**src/hw/rtl/ccbb_pkg.sv**
```systemverilog
// Shared types and constants for the checksummed command buffer bridge.
package ccbb_pkg;

  localparam logic [1:0] OP_RX      = 2'd0;
  localparam logic [1:0] OP_TIMEOUT = 2'd1;
  localparam logic [1:0] OP_SLOT    = 2'd2;

  localparam logic [7:0] CMD_VERSION = 8'h01;
  localparam logic [7:0] CMD_LIST    = 8'h08;
  localparam logic [7:0] CMD_SIZE    = 8'h10;
  localparam logic [7:0] CMD_CLEAR   = 8'h11;
  localparam logic [7:0] CMD_WRITE   = 8'h12;
  localparam logic [7:0] CMD_READ    = 8'h13;
  localparam logic [7:0] CMD_NOP     = 8'h14;

  localparam logic [2:0] REG_SIZE  = 3'd0;
  localparam logic [2:0] REG_VMAJ  = 3'd1;
  localparam logic [2:0] REG_VMIN  = 3'd2;
  localparam logic [2:0] REG_ACK   = 3'd3;
  localparam logic [2:0] REG_NACK  = 3'd4;

  localparam int MAX_RUN = 256;

  // byte source for the transmit path
  typedef enum logic [3:0] {
    SRC_ACK  = 4'd0,
    SRC_NACK = 4'd1,
    SRC_VMAJ = 4'd2,
    SRC_VMIN = 4'd3,
    SRC_LIST = 4'd4,
    SRC_SZHI = 4'd5,
    SRC_SZLO = 4'd6,
    SRC_MEM  = 4'd7,
    SRC_XOR  = 4'd8
  } src_t;

  typedef struct packed {
    logic       out_load;   // emit one byte
    src_t       src;
    logic [2:0] list_sel;   // 0 = count, 1..7 = codes
    logic       last;
    logic       cmd_load;
    logic       hi_load;
    logic       idx_lo_load;
    logic       len_load;
    logic       xor_clr;
    logic       wr_data;    // store byte, advance run
    logic       rd_issue;   // read memory at run index
    logic       rd_adv;     // fold read byte, advance run
    logic       clr_start;
    logic       clr_step;
  } ccbb_cmd_t;

  typedef struct packed {
    logic       out_busy;
    logic       out_taken;
    logic [7:0] cmd;
    logic       cmd_ok;     // rx byte is complement of command
    logic       known;
    logic       idx_ok;
    logic       len_ok;
    logic       sum_ok;
    logic       run_zero;   // write run exhausted
    logic       run_one;    // read run at its final byte
    logic       clr_done;
  } ccbb_sts_t;

  function automatic logic [7:0] list_byte(input logic [2:0] sel);
    logic [7:0] b;
    unique case (sel)
      3'd0: b = 8'd7;
      3'd1: b = CMD_VERSION;
      3'd2: b = CMD_LIST;
      3'd3: b = CMD_SIZE;
      3'd4: b = CMD_CLEAR;
      3'd5: b = CMD_WRITE;
      3'd6: b = CMD_READ;
      default: b = CMD_NOP;
    endcase
    return b;
  endfunction

endpackage

```
**src/hw/rtl/ccbb_ctrl.sv**
```systemverilog
// Controller: command parser and reply sequencer.
module ccbb_ctrl (
  input  logic               clk,
  input  logic               rst_n,
  input  logic               in_valid,
  output logic               in_ready,
  input  logic [1:0]         in_op,
  input  ccbb_pkg::ccbb_sts_t sts,
  output ccbb_pkg::ccbb_cmd_t cmd
);

  typedef enum logic [11:0] {
    S_IDLE  = 12'b000000000001,
    S_CHK   = 12'b000000000010,
    S_IHI   = 12'b000000000100,
    S_ILO   = 12'b000000001000,
    S_ICK   = 12'b000000010000,
    S_CNT   = 12'b000000100000,
    S_CCK   = 12'b000001000000,
    S_DATA  = 12'b000010000000,
    S_SEND  = 12'b000100000000,
    S_SUM   = 12'b001000000000,
    S_REPLY = 12'b010000000000,
    S_CLEAR = 12'b100000000000
  } state_t;

  state_t     state_r, state_nxt;
  logic [3:0] rstep_r, rstep_nxt;
  logic       rd_wait_r, rd_wait_nxt;
  logic       acc, room;

  assign room     = !sts.out_busy || sts.out_taken;
  assign in_ready = room && !rd_wait_r &&
                    (state_r != S_REPLY) && (state_r != S_CLEAR);
  assign acc      = in_valid && in_ready;

  always_comb begin
    state_nxt   = state_r;
    rstep_nxt   = rstep_r;
    rd_wait_nxt = 1'b0;
    cmd         = '0;
    cmd.src     = ccbb_pkg::SRC_NACK;
    cmd.last    = 1'b1;
    unique case (state_r)
      S_REPLY: begin
        if (room) begin
          cmd.out_load = 1'b1;
          rstep_nxt    = rstep_r + 4'd1;
          priority if (sts.cmd == ccbb_pkg::CMD_VERSION) begin
            cmd.src = ccbb_pkg::SRC_VMIN;
            state_nxt = S_IDLE;
          end else if (sts.cmd == ccbb_pkg::CMD_SIZE) begin
            cmd.src = ccbb_pkg::SRC_SZLO;
            state_nxt = S_IDLE;
          end else begin
            cmd.src      = ccbb_pkg::SRC_LIST;
            cmd.list_sel = rstep_r[2:0];
            cmd.last     = rstep_r == 4'd7;
            if (rstep_r == 4'd7) state_nxt = S_IDLE;
          end
        end
      end
      S_CLEAR: begin
        if (sts.clr_done) begin
          state_nxt = S_IDLE;
        end else begin
          cmd.clr_step = 1'b1;
        end
      end
      default: begin
        if (rd_wait_r) begin
          cmd.out_load = 1'b1;
          cmd.src      = ccbb_pkg::SRC_MEM;
          cmd.rd_adv   = 1'b1;
          if (sts.run_one) state_nxt = S_SUM;
        end else if (acc) begin
          priority if (in_op == ccbb_pkg::OP_RX) begin
            unique case (state_r)
              S_IDLE: begin
                cmd.cmd_load = 1'b1;
                state_nxt    = S_CHK;
              end
              S_CHK: begin
                cmd.out_load = 1'b1;
                state_nxt    = S_IDLE;
                if (sts.cmd_ok && sts.known) begin
                  cmd.src = ccbb_pkg::SRC_ACK;
                  priority if (sts.cmd == ccbb_pkg::CMD_VERSION) begin
                    cmd.last  = 1'b0;
                    cmd.src   = ccbb_pkg::SRC_ACK;
                    state_nxt = S_REPLY;
                  end else if (sts.cmd == ccbb_pkg::CMD_SIZE) begin
                    cmd.last  = 1'b0;
                    state_nxt = S_REPLY;
                  end else if (sts.cmd == ccbb_pkg::CMD_LIST) begin
                    cmd.last  = 1'b0;
                    state_nxt = S_REPLY;
                  end else if (sts.cmd == ccbb_pkg::CMD_CLEAR) begin
                    cmd.clr_start = 1'b1;
                    state_nxt     = S_CLEAR;
                  end else if (sts.cmd == ccbb_pkg::CMD_WRITE ||
                               sts.cmd == ccbb_pkg::CMD_READ) begin
                    state_nxt = S_IHI;
                  end else begin
                    state_nxt = S_IDLE;
                  end
                  rstep_nxt = 4'd0;
                end
              end
              S_IHI: begin
                cmd.hi_load = 1'b1;
                state_nxt   = S_ILO;
              end
              S_ILO: begin
                cmd.idx_lo_load = 1'b1;
                state_nxt       = S_ICK;
              end
              S_ICK: begin
                cmd.out_load = 1'b1;
                if (sts.idx_ok) begin
                  cmd.src   = ccbb_pkg::SRC_ACK;
                  state_nxt = S_CNT;
                end else begin
                  state_nxt = S_IDLE;
                end
              end
              S_CNT: begin
                cmd.len_load = 1'b1;
                state_nxt    = S_CCK;
              end
              S_CCK: begin
                cmd.out_load = 1'b1;
                if (sts.len_ok) begin
                  cmd.src     = ccbb_pkg::SRC_ACK;
                  cmd.xor_clr = 1'b1;
                  state_nxt   = (sts.cmd == ccbb_pkg::CMD_WRITE) ? S_DATA : S_SEND;
                end else begin
                  state_nxt = S_IDLE;
                end
              end
              S_DATA: begin
                if (!sts.run_zero) begin
                  cmd.wr_data = 1'b1;
                end else begin
                  cmd.out_load = 1'b1;
                  cmd.src = sts.sum_ok ? ccbb_pkg::SRC_ACK : ccbb_pkg::SRC_NACK;
                  state_nxt = S_IDLE;
                end
              end
              default: begin
              end
            endcase
          end else if (in_op == ccbb_pkg::OP_TIMEOUT) begin
            if (state_r == S_CHK) begin
              state_nxt = S_IDLE;
            end else if (state_r == S_IHI || state_r == S_ILO || state_r == S_ICK ||
                         state_r == S_CNT || state_r == S_CCK || state_r == S_DATA) begin
              cmd.out_load = 1'b1;
              state_nxt    = S_IDLE;
            end
          end else if (in_op == ccbb_pkg::OP_SLOT) begin
            if (state_r == S_SEND) begin
              cmd.rd_issue = 1'b1;
              rd_wait_nxt  = 1'b1;
            end else if (state_r == S_SUM) begin
              cmd.out_load = 1'b1;
              cmd.src      = ccbb_pkg::SRC_XOR;
              state_nxt    = S_IDLE;
            end
          end else begin
          end
        end
      end
    endcase
    if (state_r == S_REPLY && room && rstep_r == 4'd0 &&
        sts.cmd == ccbb_pkg::CMD_VERSION) begin
      cmd.src  = ccbb_pkg::SRC_VMAJ;
      cmd.last = 1'b0;
      state_nxt = S_REPLY;
    end
    if (state_r == S_REPLY && room && rstep_r == 4'd0 &&
        sts.cmd == ccbb_pkg::CMD_SIZE) begin
      cmd.src  = ccbb_pkg::SRC_SZHI;
      cmd.last = 1'b0;
      state_nxt = S_REPLY;
    end
  end

  always_ff @(posedge clk) begin
    if (!rst_n) begin
      state_r   <= S_IDLE;
      rstep_r   <= '0;
      rd_wait_r <= 1'b0;
    end else begin
      state_r   <= state_nxt;
      rstep_r   <= rstep_nxt;
      rd_wait_r <= rd_wait_nxt;
    end
  end

endmodule

```
**config.mk**
```make
export PLATFORM = sky130hd
export DESIGN_NAME = ccbb_ctrl
export DESIGN_NICKNAME = d
export VERILOG_FILES = /design/src/hw/rtl/ccbb_pkg.sv /design/src/hw/rtl/ccbb_ctrl.sv
export SDC_FILE = /design/constraint.sdc
export NUM_CORES = 1
export LEC_CHECK = 0
export BUFFER_PORTS_ARGS = -buffer_cell sky130_fd_sc_hd__buf_2
export CORE_ASPECT_RATIO = 0.8
export CORE_MARGIN = 4
export CORE_UTILIZATION = 54
export DETAILED_ROUTE_END_ITERATION = 10
export PLACE_DENSITY_LB_ADDON = 0.08
export REMOVE_ABC_BUFFERS = 1
export SYNTH_ARGS = -nofsm -noshare
export SYNTH_HDL_FRONTEND = slang
export SYNTH_SLANG_ARGS = --single-unit
```
**constraint.sdc**
```tcl
create_clock -name clk -period 3.1 [get_ports clk]
set_input_delay 0.31 -clock clk [delete_from_list [all_inputs] [get_ports clk]]
set_output_delay 0.31 -clock clk [all_outputs]
set_load 0.005 [all_outputs]
```
==> results.md <==
* Final Wtd Congestion at 0.976
* VDD IR max at 0.264 mV
* Worst hold path cell count at 2
* Die width at 72.3 um
* CTS Root Cell: clkbuf_8
* Cells after Synth at 241
* 1st-iter DRT viols at 224
* Via count at 1,994
* Final setup viols at 0
* Synth-to-layout area growth at 16.2%
* Worst Setup Start Kind: register
* H-tree depth at 1
* R2R Path Start: state_r[7]$_SDFFE_PP0P_
* Tmin final at 2960 ps
* Clk sinks at 17
* Drt wl/cell at 16.4 um
* Final WL at 5310 um
* Die Height at 59.5 um
* Critical R2R Capture: state_r[4]$_SDFFE_PP0P_
* First-pass GRT wire length at 8300 um
* Worst-Skew Late Latency at 260 ps
* Mean Syn Cell Area at 7.41 sq um
* Worst-case clock buffer depth at 2
* Fin Setup TNS at 0 ps
* Antenna Violating Nets Remaining at 0
* Vias in the first global route at 1,707
* Dpl cells at 320
* Post-layout util at 66.3%
* Fin cells at 324
* CTS tree: built
* Crit Path Class: register to output port
* Maximum operating frequency at 338 MHz
* Total track usage at 25.0%
* Site Rows at 18
* Cell area after synthesis at 1790 sq um
* Outcome: completed
* Vias per cell at 6.15
* Post-CTS repair timing setup buffer count at 0
* Max Cap Viol at 0
* Yosys warning total at 0
* Pwr Density at 228 nW/um^2
* FF+latch count, synth at 17
* Share of layout cells above drive strength 1 at 24.3%
* Core ar. at 3130 sq um
* Final Skew at 5.04 ps
* Final Hold Fails at 0
* Number of fill cells at 303
* Hpwl dp at 4310 um
* P_leak at 0.824 nW
* Ant diodes at 0
* RSZ-0062 raised after global routing: false
* CTS buffer count at 3
* Initial Util at 57.1%
* DRC at 0
* Synth cell types at 61
* Pwr Total at 0.475 mW
* Port buffer count at 42
* Final nets at 313
* Worst endpoint required time at 2790 ps
* Share of flip-flops with an asynchronous set or reset at 0%
* Die ar. at 4300 sq um
* Worst-Margin Slew at 721 ps
* Hold Crit Start: rst_n
* Worst Reg2Reg Path Length in Cells at 7
* Register area share after synthesis at 19.0%
* Grt total ovfl at 0
* Final Max Tran Viols at 0
* Io pins at 43
* Slew headroom at 51.8%
* Setup slack, reg-to-reg at 480 ps
* Largest net degree at the start of global routing at 11
* Peak fanout along the critical path at 8
* Reg clk slew, reported paths at 70 ps
* Main flop type after synthesis: dfxtp_1
* CP arrival at 2650 ps
* Hold slack at 331 ps
* Pre-Repair DR Iteration Count at 4
* Crit end category: output port
* Final period util at 95.5%
* Worst hold path type: input port to register
* Initial antenna violation count at 0
* Post-synth EDFFs at 0
* Hold Path End: rd_wait_r$_SDFF_PP0_
==> cell usage after synthesis, drive strengths merged (3+ instances only) <==
library cell / count / area [sq um]
or3: 6 / 42.5
nor2: 34 / 135
nor3: 11 / 71.3
nor2b: 4 / 25.0
o211ai: 3 / 22.5
nor3b: 6 / 45.0
and4: 3 / 27.5
mux2i: 8 / 80.1
nand4: 5 / 31.3
o21ai: 10 / 61.3
or4: 8 / 68.8
ha: 5 / 62.6
nand3: 9 / 45.0
o31ai: 4 / 30.0
nand2b: 8 / 50.1
and2: 4 / 25.0
a21oi: 16 / 87.6
inv: 13 / 48.8
dfxtp: 17 / 340
clkbuf: 3 / 11.3
nand2: 25 / 93.8
nor4: 7 / 65.1
==> sequential cells by signal, summed over array words and instances, names as in the netlist <==
name,flops
rd_wait_r,1
rstep_r,4
state_r,12
==> critical path: stages, from the launching register on <==
cell,delay (ps)
dfxtp_1,370
or3_1,530
or4_4,600
o41ai_4,120
a311oi_1,90
o31ai_1,260
nand3_1,120
a21o_1,180
buf_2,120
==> per-stage QoR <==
step           setup slack (ps)  cell area, sq um
6_report                    140              2080
5_1_grt                    51.6              2080
4_1_cts                     157              2070
3_5_place_dp                449              2030
3_3_place_gp                447              2030
2_1_floorplan               727              1750
==> cell families (layout without fill, tap and decap cells) <==
| group | Yosys count | after routing | synth area share, % |
|---|---|---|---|
| mux | 8 | 8 | 4.48 |
| fa+ha+maj | 5 | 5 | 3.50 |
| simple gates | 139 | 139 | 44.4 |
| xor+xnor | 3 | 3 | 1.47 |
| compound gates | 51 | 51 | 22.5 |
| buf+inv | 18 | 61 | 4.62 |
| flops | 17 | 17 | 19.0 |
==> placed cells by master, fill, tap and decap left out, types with 6 or more instances in the layout <==
cell type and count:
inv_1 13, dfxtp_1 17, o21ai_0 8, nor2_1 33, nor3b_1 6, a21oi_1 13
nand2b_1 8, nand3_1 9, nor3_1 9, nand2_1 25, mux2i_1 8, buf_2 42
==> what timing repair did <==
| item | in CTS | in global routing |
|---|---|---|
| hold buffers | 0 | 0 |
| resized for setup | 0 | 1 |
| setup endpoints to repair | 0 | 1 |
==> worst max path at each step <==
stage	startpoint	to	slack, ps
floorplan	state_r[7]$_SDFFE_PP0P_	state_r[11]$_SDFFE_PP0P_	730
global placement	state_r[11]$_SDFFE_PP0P_	cmd[3]	450
detailed placement	state_r[7]$_SDFFE_PP0P_	cmd[14]	450
CTS	state_r[7]$_SDFFE_PP0P_	cmd[14]	160
global route	state_r[7]$_SDFFE_PP0P_	cmd[14]	50
finish	state_r[7]$_SDFFE_PP0P_	cmd[14]	140
==> layer usage <==
metal	vias up	GRT usage [%]	share of wire, %
li1	978	-	-
met1	915	38.2	46
met2	95	35.7	41
met3	6	4.92	12
met4	0	5.36	0.96
met5	-	0	0
==> area by class of cell <==
| cell class | instances | area [sq um] | share of cell area, % |
|---|---|---|---|
| Sequential cell | 17 | 340 | 16.4 |
| Inverter | 13 | 48.8 | 2.35 |
| Tap cell | 40 | 50.0 | 2.41 |
| Timing Repair Buffer | 44 | 225 | 10.8 |
| Clock buffer | 4 | 45.0 | 2.17 |
| Multi-Input combinational cell | 206 | 1370 | 65.8 |
==> power by group <==
part	switching, mW	internal, mW	total (mW)
Clock	0.0802	0.0914	0.172
Combinational	0.0505	0.0322	0.0828
Sequential	0.00114	0.219	0.220
Total	0.132	0.343	0.475
Note: power is estimated with default switching activity, not from simulation.
